[src/design/census_pkg.sv]
// Shared types and constants of the 5x5 census transform core.
`timescale 1ns / 1ps
`default_nettype none

package census_pkg;

  localparam int PIXEL_W     = 8;
  localparam int CODE_W      = 24;
  localparam int IMG_W_BITS  = 12;
  localparam int IMG_H_BITS  = 13;
  localparam int ROW_CNT_W   = 12;
  localparam int CFG_IDX_W   = 1;
  localparam int CFG_DATA_W  = 13;
  localparam int WIDTH_MIN   = 16;
  localparam int WIDTH_RST   = 640;
  localparam int HEIGHT_MIN  = 6;
  localparam int HEIGHT_MAX  = 4096;
  localparam int HEIGHT_RST  = 480;
  localparam int WIN_ROWS    = 5;
  localparam int WIN_COLS    = 5;
  localparam int MEM_ROWS    = 4;
  localparam int REFILL_COLS = 4;
  localparam int FILL_COL_W  = 2;

  typedef logic [PIXEL_W-1:0] pixel_t;

  typedef enum logic [CFG_IDX_W-1:0] {
    CFG_WIDTH  = 1'b0,
    CFG_HEIGHT = 1'b1
  } cfg_idx_t;

  typedef enum logic {
    FILL_IDLE = 1'b0,
    FILL_RUN  = 1'b1
  } fill_state_t;

  // Read-stage control handed from the sequencer to the window.
  typedef struct packed {
    logic                  item;
    logic                  emit;
    logic                  last;
    logic                  fill_wr;
    logic [FILL_COL_W-1:0] fill_col;
    logic [MEM_ROWS-1:0]   row_zero;
    pixel_t                pixel;
  } win_ctl_t;

endpackage

`default_nettype wire

[src/design/census_window.sv]
// 5x5 window registers, census comparisons and output register.
`timescale 1ns / 1ps
`default_nettype none

module census_window (
  input  wire logic                                                 clk,
  input  wire logic                                                 rst_n,
  input  wire census_pkg::win_ctl_t                                 ctl,
  input  wire logic [census_pkg::MEM_ROWS-1:0][census_pkg::PIXEL_W-1:0] rd_row,
  output logic                                                      advance,
  output logic                                                      out_tvalid,
  input  wire logic                                                 out_tready,
  output logic      [census_pkg::CODE_W-1:0]                        out_tdata,
  output logic                                                      out_tlast
);

  localparam int NR = census_pkg::WIN_ROWS;
  localparam int NC = census_pkg::WIN_COLS;

  census_pkg::pixel_t win_r [NR][NC];
  census_pkg::pixel_t row_new [NR];
  logic                          s2_emit_r, s2_last_r;
  logic                          out_valid_r, out_last_r;
  logic [census_pkg::CODE_W-1:0] out_code_r, code_c;
  logic                          out_load_ok;

  assign out_load_ok = !out_valid_r || out_tready;
  assign advance     = !s2_emit_r || out_load_ok;

  always_comb begin
    row_new[0] = ctl.pixel;
    for (int r = 1; r < NR; r++) begin
      row_new[r] = ctl.row_zero[r-1] ? '0 : rd_row[r-1];
    end
  end

  // column-major bit order, column offset outer, center skipped;
  // win_r[r][c] holds the pixel r lines plus c pixels older than the newest
  for (genvar gc = 0; gc < NC; gc++) begin : g_col
    for (genvar gr = 0; gr < NR; gr++) begin : g_row
      localparam int POS = gc * NR + gr;
      localparam int CTR = (NC * NR) / 2;
      if (POS != CTR) begin : g_bit
        localparam int BIT = (POS < CTR) ? POS : POS - 1;
        assign code_c[BIT] = win_r[NR-1-gr][NC-1-gc] > win_r[NR/2][NC/2];
      end
    end
  end

  always_ff @(posedge clk) begin
    if (!rst_n) begin
      s2_emit_r   <= 1'b0;
      s2_last_r   <= 1'b0;
      out_valid_r <= 1'b0;
      for (int r = 0; r < NR; r++) begin
        for (int c = 0; c < NC; c++) begin
          win_r[r][c] <= '0;
        end
      end
    end else begin
      if (advance) begin
        s2_emit_r <= ctl.item && ctl.emit;
        s2_last_r <= ctl.last;
        if (ctl.item) begin
          for (int r = 0; r < NR; r++) begin
            for (int c = NC - 1; c > 0; c--) begin
              win_r[r][c] <= win_r[r][c-1];
            end
            win_r[r][0] <= row_new[r];
          end
        end
      end
      if (ctl.fill_wr) begin
        for (int r = 1; r < NR; r++) begin
          for (int c = 0; c < census_pkg::REFILL_COLS; c++) begin
            if (ctl.fill_col == census_pkg::FILL_COL_W'(c)) begin
              win_r[r][c] <= row_new[r];
            end
          end
        end
      end
      if (out_load_ok) begin
        out_valid_r <= s2_emit_r;
      end
    end
  end

  always_ff @(posedge clk) begin
    if (out_load_ok && s2_emit_r) begin
      out_code_r <= code_c;
      out_last_r <= s2_last_r;
    end
  end

  assign out_tvalid = out_valid_r;
  assign out_tdata  = out_code_r;
  assign out_tlast  = out_last_r;

  a_out_from_emit: assert property (@(posedge clk) disable iff (!rst_n)
    $rose(out_valid_r) |-> $past(s2_emit_r))
    else $error("output word without an emitting window");

endmodule

`default_nettype wire

[config.mk]
export PLATFORM = sky130hd
export DESIGN_NAME = census_window
export DESIGN_NICKNAME = d
export VERILOG_FILES = /design/src/design/census_pkg.sv /design/src/design/census_window.sv
export SDC_FILE = /design/constraint.sdc
export NUM_CORES = 1
export LEC_CHECK = 0
export ABC_AREA = 1
export BUFFER_PORTS_ARGS = -buffer_cell sky130_fd_sc_hd__buf_2
export CORE_MARGIN = 3
export CORE_UTILIZATION = 35
export DETAILED_ROUTE_END_ITERATION = 7
export PLACE_DENSITY_LB_ADDON = 0.08
export SETUP_SLACK_MARGIN = 0.15
export SLEW_MARGIN = 20
export SYNTH_ARGS = -nofsm -noshare
export SYNTH_HDL_FRONTEND = slang
export SYNTH_SLANG_ARGS = --single-unit
[constraint.sdc]
create_clock -name clk -period 5.3 [get_ports clk]
set_input_delay 0.53 -clock clk [delete_from_list [all_inputs] [get_ports clk]]
set_output_delay 0.53 -clock clk [all_outputs]
set_load 0.02 [all_outputs]
==> key figures <==
GRT
  – Global-route wire length before repair: between 50 and 60 mm
  – Grt ovf: 0
  – Total track usage: 0.160
  – Pin count of the biggest net entering global routing: 73
  – Vias in the first global route: 9346
  – Initial antenna violation count: 1

Route
  – Iteration-0 DRC Markers: 493
  – Routed wire length: 33.0 mm
  – DRT Pass-1 Iters: 6
  – DRC Markers: 0
  – Routed wire per std cell: around 16 µm
  – Via density per instance: 4.74
  – Post-route ant nets: 0
  – Vias: 9589

Worst setup path
  – Critical Path Start Type: register
  – Worst path max stage delay: between 0.5 and 0.6 ns
  – Most used cell, CP: nor2_1
  – WP data arrival: 2.73 ns
  – Worst reg-to-reg path cell count: 8
  – CP cell instances: clkinv_1, buf_4, ha_1, nand2_1, nor2_1, nand3_1, nor2_1, a21oi_1
  – Crit-path slowest cell: clkinv_1
  – CP Max Fanout: 14
  – Kind of critical path: reg2reg
  – Crit. End Element: register
  – Worst endpoint required time: 5.58 ns

Layout
  – Proportion of layout cells with a drive suffix above 1: 0.0913
  – Diode count: 0
  – Final cell count without fillers: 2022
  – Area delta synth->final: 12.2%
  – Nets: ~1700
  – Final Util: 0.401

CTS
  – Post-CTS setup buffers: 0
  – Hold_buf cts: 0
  – Clock tree buffer depth: 3
  – Num CTS Buffers: 28
  – TritonCTS clock tree: yes
  – Worst-Skew Late Latency: 0.54 ns
  – CTS H-tree lvls: 1
  – TritonCTS sink count: 228
  – Root buffer cell: clkbuf_16
  – Clk pin slew, worst setup/hold paths: roughly 0.06 ns
  – Post-CTS resize count: 0

Floorplan
  – # IOs: 80
  – Die Height: around 200 µm
  – Full die area: 41300 µm²
  – Initial Util: 0.358
  – CORE AREA: 38000 µm²
  – Cell row count: 71
  – Die W: 203 µm

Synth
  – Most frequent cells after synthesis: nand2_1 (242), edfxtp_1 (225), nor2_1 (193), ha_1 (192), inv_1 (184)
  – Synthesis Warnings: 0
  – Yosys top cell area share: 0.497
  – Post-synth EDFFs: 225
  – Cell taking the most area after synthesis: edfxtp_1
  – Sequential area share after synthesis: 0.501
  – Avg Cell Area, Syn: between 9 and 10 µm²
  – Most numerous cell in the Yosys netlist: nand2_1
  – Syn Nets: 1656
  – Post-synthesis async set-or-reset flop share: 0
  – Yosys reg bits: 228
  – Synth Flop Type: edfxtp_1
  – Synth Instances: 1411
  – Synth area leaders: edfxtp_1 (50%), ha_1 (18%), nand2_1 (6.7%), nor2_1 (5.3%), inv_1 (5.1%)
  – Mapped Area: about 14000 µm²
  – Unique cell type count in the Yosys netlist: 18

STA
  – Setup violators final: 0
  – Final Hold Viols: 0
  – Final Skew: 0.0109 ns
  – Max-slew violations: 0
  – RSZ-0062 raised after global routing: no
  – FMAX: approximately 400 MHz
  – Fin crit share: 0.462
  – TNS Setup: 0 ns
  – Worst rel slew slack: 0.347
  – Worst slew pin tran: 0.979 ns
  – Hold slack: 0.242 ns
  – Post-route minimum period: around 2.4 ns

Pwr
  – Leakage: between 6 and 7 nW
  – Worst IR Drop VDD: 0.242 mV
  – Pwr/cell area: 313 nW/µm²

Placed design
  – Placed cells: 1971
  – Port Buffers: between 70 and 80
  – Post-DP HPWL: 22.1 mm
  – GPL Wtd Cong: 0.769

Min path
  – Worst min-delay path class: in2reg
  – WHS Path Cells: 3

Run status
  – Status: finished, final reports clean

Job
  – Max Cap Viol: 0
[worst max-delay path, delay by kind of cell (launching register included)]
kind | cells | cell delay, ns
AND/OR/NAND/NOR | 4 | 0.48
flip-flops | 1 | 0.35
AO/OA/AOI/OAI | 1 | 0.05
adder cells (fa/ha/maj) | 1 | 0.31
buffers and inverters | 2 | 1.00
[report_power, final]
| part | internal [mW] | total (mW) | switching (mW) |
|---|---|---|---|
| Clock | 1.05 | 1.79 | 0.745 |
| Combinational | 0.278 | 0.781 | 0.503 |
| Sequential | 2.13 | 2.20 | 0.0679 |
[cell usage in the layout (no fill, tap or decap)]
cell type and n:
nand2_1 238, edfxtp_1 225, nor2_1 193, ha_1 192
inv_1 178, nand3_1 125, o21ai_1 84, buf_2 79
a21oi_1 75, clkbuf_16 29, a21o_1 24, o21ai_0 13
clkbuf_1 13, buf_4 13, clkinv_1 10, inv_2 5
nand3_2 3, dfxtp_1 3, nor2_2 2, nand2_2 2
nand2_4 2, a21oi_4 1, bufinv_16 1, clkinv_2 1
[logic make-up after synthesis]
group	after synthesis	share of synthesized area
AOI/OAI and AO/OA	197	0.0769
DFF	228	0.501
adders and majority gates	192	0.177
buffers and inverters	229	0.0767
and+or+nand+nor	565	0.169
[sequential cells by signal, summed over array words and instances, names as in the netlist]
| register | cells |
|---|---|
| out_tdata | 24 |
| out_tlast | 1 |
| out_tvalid | 1 |
| s2_emit_r | 1 |
| s2_last_r | 1 |
| win_r | 200 |
[metal layers]
metal	vias up	routed length (µm)	part of all wire	global-route usage
met5	-	13	0.00039	0
met4	2	648	0.020	0.0388
met3	37	1390	0.042	0.0227
met2	159	14500	0.44	0.255
met1	4431	16500	0.50	0.233
li1	4960	-	-	-
[layout make-up]
cell class | count | area [µm²]
tap | 511 | 639
fill | 3821 | 22800
sequential | 228 | 6820
inverter | 186 | 698
clock buffer | 42 | 774
clock inverter | 9 | 61.3
multi-input combinational | 954 | 5780
timing repair buffer | 92 | 493
[per-stage QoR]
step,power [mW],worst slack (ns),cell area [µm²]
CTS,4.85,2.45,15300
global route,5.06,2.67,15300
global placement,3.01,1.89,14400
floorplan,2.79,2.33,13600
finish,4.78,2.85,15300
detailed placement,3.03,1.89,14400
[final timing paths]
path / start / slack (ns) / to
hold / removal: ctl[15] / 0.24 / s2_last_r
setup / recovery: win_r[2][22] / 2.85 / out_tdata[12]
setup reg to reg: win_r[2][22] / 2.85 / out_tdata[12]
hold reg to reg: s2_last_r / 0.43 / out_tlast
(Power assumes the default switching activity.)
