===== src/design/census_pkg.sv =====
// Shared types and constants of the 5x5 census transform core.
`timescale 1ns / 1ps
`default_nettype none

package census_pkg;

  localparam int PIXEL_W     = 8;
  localparam int CODE_W      = 24;
  localparam int IMG_W_BITS  = 12;
  localparam int IMG_H_BITS  = 13;
  localparam int ROW_CNT_W   = 12;
  localparam int CFG_IDX_W   = 1;
  localparam int CFG_DATA_W  = 13;
  localparam int WIDTH_MIN   = 16;
  localparam int WIDTH_RST   = 640;
  localparam int HEIGHT_MIN  = 6;
  localparam int HEIGHT_MAX  = 4096;
  localparam int HEIGHT_RST  = 480;
  localparam int WIN_ROWS    = 5;
  localparam int WIN_COLS    = 5;
  localparam int MEM_ROWS    = 4;
  localparam int REFILL_COLS = 4;
  localparam int FILL_COL_W  = 2;

  typedef logic [PIXEL_W-1:0] pixel_t;

  typedef enum logic [CFG_IDX_W-1:0] {
    CFG_WIDTH  = 1'b0,
    CFG_HEIGHT = 1'b1
  } cfg_idx_t;

  typedef enum logic {
    FILL_IDLE = 1'b0,
    FILL_RUN  = 1'b1
  } fill_state_t;

  // Read-stage control handed from the sequencer to the window.
  typedef struct packed {
    logic                  item;
    logic                  emit;
    logic                  last;
    logic                  fill_wr;
    logic [FILL_COL_W-1:0] fill_col;
    logic [MEM_ROWS-1:0]   row_zero;
    pixel_t                pixel;
  } win_ctl_t;

endpackage

`default_nettype wire


===== src/design/census_ctrl.sv =====
// Configuration, raster counters, delay-line pointers and window reload sequencer.
`timescale 1ns / 1ps
`default_nettype none

module census_ctrl #(
  parameter int MAX_WIDTH = 2048,
  parameter int DEPTH     = 8197,
  parameter int ADDR_W    = 14
) (
  input  wire logic                                        clk,
  input  wire logic                                        rst_n,
  input  wire logic                                        cfg_wr_en,
  input  wire logic [census_pkg::CFG_IDX_W-1:0]            cfg_idx,
  input  wire logic [census_pkg::CFG_DATA_W-1:0]           cfg_wdata,
  input  wire logic                                        in_tvalid,
  output logic                                             in_tready,
  input  wire logic [census_pkg::PIXEL_W-1:0]              in_tdata,
  input  wire logic                                        advance,
  output logic                                             ram_wr_en,
  output logic      [ADDR_W-1:0]                           ram_wr_addr,
  output logic                                             ram_rd_en,
  output logic      [census_pkg::MEM_ROWS-1:0][ADDR_W-1:0] ram_rd_addr,
  output census_pkg::win_ctl_t                             ctl_r
);

  localparam int WW      = $clog2(MAX_WIDTH + 1);
  localparam int CW      = $clog2(MAX_WIDTH);
  localparam int WCMP_W  = (WW > census_pkg::IMG_W_BITS) ? WW : census_pkg::IMG_W_BITS;
  localparam int HW      = census_pkg::IMG_H_BITS;
  localparam int RW      = census_pkg::ROW_CNT_W;
  localparam int NR      = census_pkg::MEM_ROWS;
  localparam int KW      = census_pkg::FILL_COL_W;
  localparam int W_RST   = (census_pkg::WIDTH_RST > MAX_WIDTH) ? MAX_WIDTH
                                                               : census_pkg::WIDTH_RST;

  logic [WW-1:0]      w_r;
  logic [HW-1:0]      h_r;
  logic [ADDR_W-1:0]  age_r [NR];
  logic [ADDR_W-1:0]  age_nxt [NR];
  logic [CW-1:0]      col_r, col_nxt;
  logic [RW-1:0]      row_r, row_nxt;
  logic [ADDR_W-1:0]  wp_r, wp_nxt;
  logic [ADDR_W-1:0]  fill_r, fill_nxt;
  logic [ADDR_W-1:0]  fbase_r, fbase_nxt;
  logic [ADDR_W-1:0]  favail_r, favail_nxt;
  logic [KW-1:0]      fk_r, fk_nxt;
  census_pkg::fill_state_t fst_r, fst_nxt;
  census_pkg::win_ctl_t    ctl_nxt;

  logic               width_wr, height_wr;
  logic [WCMP_W-1:0]  w_in;
  logic [WW-1:0]      w_sat;
  logic [HW-1:0]      h_in, h_sat;
  logic               accept, fill_issue;
  logic               col_ge2, emit_c, last_c, col_wrap, row_wrap;
  logic [HW-1:0]      row_x, h_m1, h_m2, row_inc;
  logic [WW:0]        col_inc, col_x, w_p1;
  logic [ADDR_W-1:0]  rd_base, rd_avail;
  logic [ADDR_W:0]    diff [NR];
  logic [NR-1:0]      zero_c;

  // config decode, saturation and line-age offsets
  always_comb begin
    width_wr  = cfg_wr_en && (cfg_idx == census_pkg::CFG_WIDTH);
    height_wr = cfg_wr_en && (cfg_idx == census_pkg::CFG_HEIGHT);
    w_in = WCMP_W'(cfg_wdata[census_pkg::IMG_W_BITS-1:0]);
    if (w_in < WCMP_W'(census_pkg::WIDTH_MIN)) begin
      w_sat = WW'(census_pkg::WIDTH_MIN);
    end else if (w_in > WCMP_W'(MAX_WIDTH)) begin
      w_sat = WW'(MAX_WIDTH);
    end else begin
      w_sat = WW'(w_in);
    end
    h_in = cfg_wdata[HW-1:0];
    if (h_in < HW'(census_pkg::HEIGHT_MIN)) begin
      h_sat = HW'(census_pkg::HEIGHT_MIN);
    end else if (h_in > HW'(census_pkg::HEIGHT_MAX)) begin
      h_sat = HW'(census_pkg::HEIGHT_MAX);
    end else begin
      h_sat = h_in;
    end
    for (int r = 0; r < NR; r++) begin
      age_nxt[r] = ADDR_W'(ADDR_W'(w_sat) * ADDR_W'(r + 1));
    end
  end

  // reload sequencer
  always_comb begin
    fst_nxt = fst_r;
    fk_nxt  = fk_r;
    case (fst_r)
      census_pkg::FILL_IDLE: begin
      end
      census_pkg::FILL_RUN: begin
        if (advance) begin
          fk_nxt = fk_r + KW'(1);
          if (fk_r == KW'(census_pkg::REFILL_COLS - 1)) begin
            fst_nxt = census_pkg::FILL_IDLE;
          end
        end
      end
      default: begin
        fst_nxt = census_pkg::FILL_IDLE;
      end
    endcase
    if (width_wr) begin
      fst_nxt = census_pkg::FILL_RUN;
      fk_nxt  = '0;
    end
  end

  assign fill_issue = (fst_r == census_pkg::FILL_RUN) && advance;
  assign in_tready  = advance && (fst_r == census_pkg::FILL_IDLE);
  assign accept     = in_tvalid && in_tready;

  // raster position, emit and last flags, write pointer and fill count
  always_comb begin
    col_ge2 = col_r >= CW'(2);
    row_x   = HW'(row_r);
    h_m1    = h_r - HW'(1);
    h_m2    = h_r - HW'(2);
    col_x   = (WW + 1)'(col_r);
    w_p1    = (WW + 1)'(w_r) + (WW + 1)'(1);
    if (col_ge2) begin
      emit_c = (row_r >= RW'(4)) && (row_x <= h_m2);
      last_c = (row_x == h_m2) && (col_x == w_p1);
    end else begin
      emit_c = (row_r >= RW'(5)) && (row_x <= h_m1);
      last_c = (row_x == h_m1) && (col_r == CW'(1));
    end
    col_inc  = (WW + 1)'(col_r) + (WW + 1)'(1);
    col_wrap = col_inc >= (WW + 1)'(w_r);
    row_inc  = row_x + HW'(1);
    row_wrap = row_inc >= h_r;
    col_nxt  = col_r;
    row_nxt  = row_r;
    wp_nxt   = wp_r;
    fill_nxt = fill_r;
    if (accept) begin
      if (col_wrap) begin
        col_nxt = '0;
        row_nxt = row_wrap ? '0 : row_inc[RW-1:0];
      end else begin
        col_nxt = col_inc[CW-1:0];
      end
      wp_nxt   = (wp_r == ADDR_W'(DEPTH - 1)) ? '0 : wp_r + ADDR_W'(1);
      fill_nxt = (fill_r == ADDR_W'(DEPTH - 1)) ? fill_r : fill_r + ADDR_W'(1);
    end
  end

  // reload base walks back from the last written pixel
  always_comb begin
    fbase_nxt  = fbase_r;
    favail_nxt = favail_r;
    if (width_wr) begin
      fbase_nxt  = (wp_r == '0) ? ADDR_W'(DEPTH - 1) : wp_r - ADDR_W'(1);
      favail_nxt = (fill_r == '0) ? '0 : fill_r - ADDR_W'(1);
    end else if (fill_issue) begin
      fbase_nxt  = (fbase_r == '0) ? ADDR_W'(DEPTH - 1) : fbase_r - ADDR_W'(1);
      favail_nxt = (favail_r == '0) ? '0 : favail_r - ADDR_W'(1);
    end
  end

  // row read addresses; ages beyond the pixels written so far read as zero
  always_comb begin
    rd_base  = (fst_r == census_pkg::FILL_RUN) ? fbase_r : wp_r;
    rd_avail = (fst_r == census_pkg::FILL_RUN) ? favail_r : fill_r;
    for (int r = 0; r < NR; r++) begin
      diff[r] = {1'b0, rd_base} - {1'b0, age_r[r]};
      if (diff[r][ADDR_W]) begin
        ram_rd_addr[r] = ADDR_W'(diff[r] + (ADDR_W + 1)'(DEPTH));
      end else begin
        ram_rd_addr[r] = diff[r][ADDR_W-1:0];
      end
      zero_c[r] = age_r[r] > rd_avail;
    end
  end

  assign ram_rd_en   = accept || fill_issue;
  assign ram_wr_en   = accept;
  assign ram_wr_addr = wp_r;

  always_comb begin
    ctl_nxt          = ctl_r;
    ctl_nxt.item     = accept;
    ctl_nxt.emit     = emit_c;
    ctl_nxt.last     = last_c;
    ctl_nxt.fill_wr  = fill_issue;
    ctl_nxt.fill_col = fk_r;
    ctl_nxt.row_zero = zero_c;
    ctl_nxt.pixel    = in_tdata;
  end

  always_ff @(posedge clk) begin
    if (!rst_n) begin
      fst_r <= census_pkg::FILL_IDLE;
      fk_r  <= '0;
    end else begin
      fst_r <= fst_nxt;
      fk_r  <= fk_nxt;
    end
  end

  always_ff @(posedge clk) begin
    if (!rst_n) begin
      w_r      <= WW'(W_RST);
      h_r      <= HW'(census_pkg::HEIGHT_RST);
      col_r    <= '0;
      row_r    <= '0;
      wp_r     <= '0;
      fill_r   <= '0;
      fbase_r  <= '0;
      favail_r <= '0;
      ctl_r    <= '0;
      for (int r = 0; r < NR; r++) begin
        age_r[r] <= ADDR_W'(W_RST * (r + 1));
      end
    end else begin
      if (width_wr) begin
        w_r <= w_sat;
        for (int r = 0; r < NR; r++) begin
          age_r[r] <= age_nxt[r];
        end
      end
      if (height_wr) begin
        h_r <= h_sat;
      end
      col_r    <= col_nxt;
      row_r    <= row_nxt;
      wp_r     <= wp_nxt;
      fill_r   <= fill_nxt;
      fbase_r  <= fbase_nxt;
      favail_r <= favail_nxt;
      if (advance) begin
        ctl_r <= ctl_nxt;
      end
    end
  end

  a_fill_tracks_wp: assert property (@(posedge clk) disable iff (!rst_n)
    (fill_r != ADDR_W'(DEPTH - 1)) |-> (wp_r == fill_r))
    else $error("fill count and write pointer diverged");

  a_no_accept_in_reload: assert property (@(posedge clk) disable iff (!rst_n)
    !(accept && fill_issue))
    else $error("word accepted during window reload");

  a_ctl_exclusive: assert property (@(posedge clk) disable iff (!rst_n)
    ctl_r.fill_wr |-> !ctl_r.item)
    else $error("reload write and pixel word in the same read stage");

endmodule

`default_nettype wire


===== config.mk =====
export PLATFORM = sky130hd
export DESIGN_NAME = census_ctrl
export DESIGN_NICKNAME = d
export VERILOG_FILES = /design/src/design/census_pkg.sv /design/src/design/census_ctrl.sv
export SDC_FILE = /design/constraint.sdc
export NUM_CORES = 1
export LEC_CHECK = 0
export ABC_AREA = 1
export ABC_CLOCK_PERIOD_IN_PS = 3500
export BUFFER_PORTS_ARGS = -buffer_cell sky130_fd_sc_hd__buf_4
export CAP_MARGIN = 20
export CORE_ASPECT_RATIO = 0.7
export CORE_MARGIN = 2
export CORE_UTILIZATION = 35
export DETAILED_ROUTE_END_ITERATION = 7
export GPL_ROUTABILITY_DRIVEN = 0
export MAX_ROUTING_LAYER = met4
export PLACE_DENSITY = 0.53
export SLEW_MARGIN = 20
export SYNTH_ARGS = -nofsm -noshare
export SYNTH_HDL_FRONTEND = slang
export SYNTH_SLANG_ARGS = --single-unit

===== constraint.sdc =====
create_clock -name clk -period 3.5 [get_ports clk]
set_input_delay 0.7 -clock clk [delete_from_list [all_inputs] [get_ports clk]]
set_output_delay 0.7 -clock clk [all_outputs]
set_load 0.02 [all_outputs]

==> metrics.txt <==
status finished, violations left; violated checks negative setup slack; Hold EP fill_r[13]; top_reg_cell synth dfxtp_1; Tmin final 3870 ps; post-synth top area cell dfxtp_1; crit path cell chain buf_8 -> nand2_4 -> o21ai_4 -> buf_6 -> ha_4 -> fa_2 -> inv_2 -> nand3_4 -> nand2_4 -> xnor2_4 -> nor2_4 -> nand2_2 -> nor3_4 -> nand4_1 -> xnor2_2 -> buf_4; Final setup viols 55; Core Box Area 43900 um^2; synth cell count leaders 512 x nand2_1, 347 x inv_1, 237 x nor2_1, 181 x ha_1, 165 x a21oi_1; Syn-to-layout area delta 34.7%; Routed WL 53000 um; Gate Count Post-Synth 2347; type of the most critical hold path flip-flop to flip-flop; CP Launch Type flip-flop; clock latency on the worst-skew pair 450 ps; Async SR Flop Fraction 0%; htree depth 4; Worst Max-Slew Pin Slew 886 ps; die area 46400 um^2; proportion of power drawn by the clock network 27.7%; synth warn 0; area taken by multi-input logic gates 12400 um^2; share of the synthesized area in the top cell type 16.0%; Design Area, Final 21100 um^2; Site Rows 64; post-DR wirelength/cell 16.3 um; Net Count, Synth 2560; port buffer count 117; crit-path max cell delay 410 ps; reg2reg end ctl_r[16]; post-route ant nets 0; FF+latch count, synth 150; grt ovf 0; Pint 4.77 mW; Most Used Layer, Global Route met1; slew margin rel. 40.3%; CP Capture Type output pin; initial drt markers 1325; DP Worst Slack -122 ps; CTS Buffer Depth 2; Sw Ratio 39.0%; P_leak 10.1 nW; vias in the first global route 15.7k; largest net degree at the start of global routing 65; internal reg-to-reg setup slack 320 ps; Fmax 0.259 GHz; Crit Path Max Fanout 8; Seq/Total Area, Yosys 20.8%; Die Span X 257 um; vias 16.5k; Worst Reg-to-Reg Cells 18; final hold vios 0; hpwl dp 41100 um; initial core utilization 35.6%; Worst Skew 10.2 ps; cts bufs inserted 17; fin crit share 110%; min setup slack post-route -366 ps; share of layout cells above drive strength 1 26.3%; pwr dens 371 nW/um^2; Reg area 3260 um^2; Reg power frac 25.1%; Cell Area, Synth 15600 um^2; antenna cells 0; worst hold path depth 2; Peak supply drop 0.378 mV; Placement Cell Area 18200 um^2; first-pass iteration count of the detailed router 5; Switch Pwr 3.04 mW; met2 GRT Util 32.4%; Critical R2R Launch h_r[1]; Worst-path clk slew 70 ps; initial antenna violation count 0; synth top area cells dfxtp_1 16%, ha_1 14%, nand2_1 12%, inv_1 8.3%, xor2_1 6.8%; chip height 181 um; TritonCTS clock tree done; Clock Sinks 150; Yosys cell types 68; IO Pins 118; GR Layer Usage met3 3.77%; CP max-delay cell fa_2; first-pass GRT wire length 83800 um; RSZ-0062 raised after global routing true; Root Buffer Master clkbuf_16; Critical Path AT 3170 ps; most frequent cell after synthesis nand2_1; Hold-fix buffers, CTS 0; required time worst endpoint 2800 ps; Post-synth EDFFs 25; hold path startpoint fill_r[13]; Post-route DRC 0; final net count 2850; total global routing track utilization 23.0%; routed vias/inst 5.10; Fillers 4328; Max Cap Viol 0; met1 global-route usage 34.3%; combinational power share 47.2%; fin. max-slew vios 0; crit path kind flip-flop to output pin; most frequent CP cell nand2_4; Avg Cell Area, Syn 6.66 um^2
-- power by group through the flow --
stage	clock (mW)	combinational (mW)	sequential (mW)
floorplan	0	1.86	1.97
global placement	0	2.96	1.99
detailed placement	0	2.99	1.99
CTS	2.20	3.31	1.95
global route	2.27	4.02	1.97
finish	2.16	3.69	1.96
-- how the worst max path moves through the flow --
stage,from,to,cells past startpoint
2_1_floorplan,fst_r,ram_rd_addr[24],15
3_3_place_gp,ram_wr_addr[2],ram_rd_addr[11],15
3_5_place_dp,fst_r,ram_rd_addr[39],18
4_1_cts,fst_r,ram_rd_addr[40],21
5_1_grt,fst_r,ram_rd_addr[10],16
6_report,fst_r,ram_rd_addr[10],16
-- metal layers --
metal | wire length [um] | vias to the layer above
li1 | - | 8295
met1 | 27000 | 7649
met2 | 21600 | 534
met3 | 3700 | 57
met4 | 666 | 0
met5 | 0 | -
-- cell families (layout without fill, tap and decap cells) --
family                   count (synthesis)  count (layout)  share of synthesized area, %
XOR/XNOR                               156             156                          9.05
flip-flops                             150             150                          20.8
buffers and inverters                  407             709                          10.1
AND/OR/NAND/NOR                       1054            1055                          30.3
AO/OA/AOI/OAI                          394             394                          14.6
adder cells (fa/ha/maj)                186             186                          15.1
-- cell type report --
type                    count  area share, %
well taps                 594           3.53
inverters                 361           6.51
flip-flops and latches    150           15.5
clock inverters            12           1.00
repair buffers            316           12.4
clock buffers              20           2.22
multi-input cells        1791           58.9
-- flip-flops by register name, indices dropped and copies added, names as in the netlist --
| name | cells |
|---|---|
| ram_wr_addr | 14 |
| ctl_r | 18 |
| fst_r | 1 |
| fk_r | 2 |
| row_r | 12 |
| fbase_r | 14 |
| h_r | 13 |
| fill_r | 14 |
| age_r | 25 |
| favail_r | 14 |
| col_r | 11 |
| w_r | 12 |
-- cells in the final DEF (no fill, tap or decap), types with 53 or more instances in the layout --
master   netlist  routed
o21ai_0      118      97
inv_1        347     330
nand2_1      512     451
buf_4          0     266
dfxtp_1      125     122
nor2_1       237     199
ha_1         181     148
a21oi_1      165     147
nand2_2        8      53
xor2_1       122     104
nand3_1      129     104
-- worst max-delay path, delay by kind of cell, from the launching register on --
| family | cells | cell delay [ps] |
|---|---|---|
| xor+xnor | 2 | 260 |
| flops | 1 | 390 |
| fa+ha+maj | 2 | 560 |
| simple gates | 7 | 870 |
| buf+inv | 4 | 530 |
| compound gates | 1 | 70 |
-- through the flow --
stage | TNS (ps) | hold WS (ps) | total power [mW] | utilization [%] | cells
finish | -11010 | 467 | 7.81 | 48.0 | 3244
global route | -18310 | 467 | 8.26 | 48.0 | 3244
CTS | -10220 | 455 | 7.47 | 45.5 | 3219
detailed placement | -785 | 459 | 4.98 | 41.4 | 3156
global placement | -151 | 453 | 4.95 | 41.4 | 3156
floorplan | -30.4 | 443 | 3.83 | - | 2347
-- what timing repair did --
| action | 4_1_cts | 5_1_grt |
|---|---|---|
| setup endpoints to repair | 56 | 79 |
| pin swaps | 59 | 97 |
| buffers inserted | 30 | 28 |
| gates cloned | 1 | 2 |
| resized for setup | 195 | 205 |
Note: power is estimated with default switching activity, not from simulation.
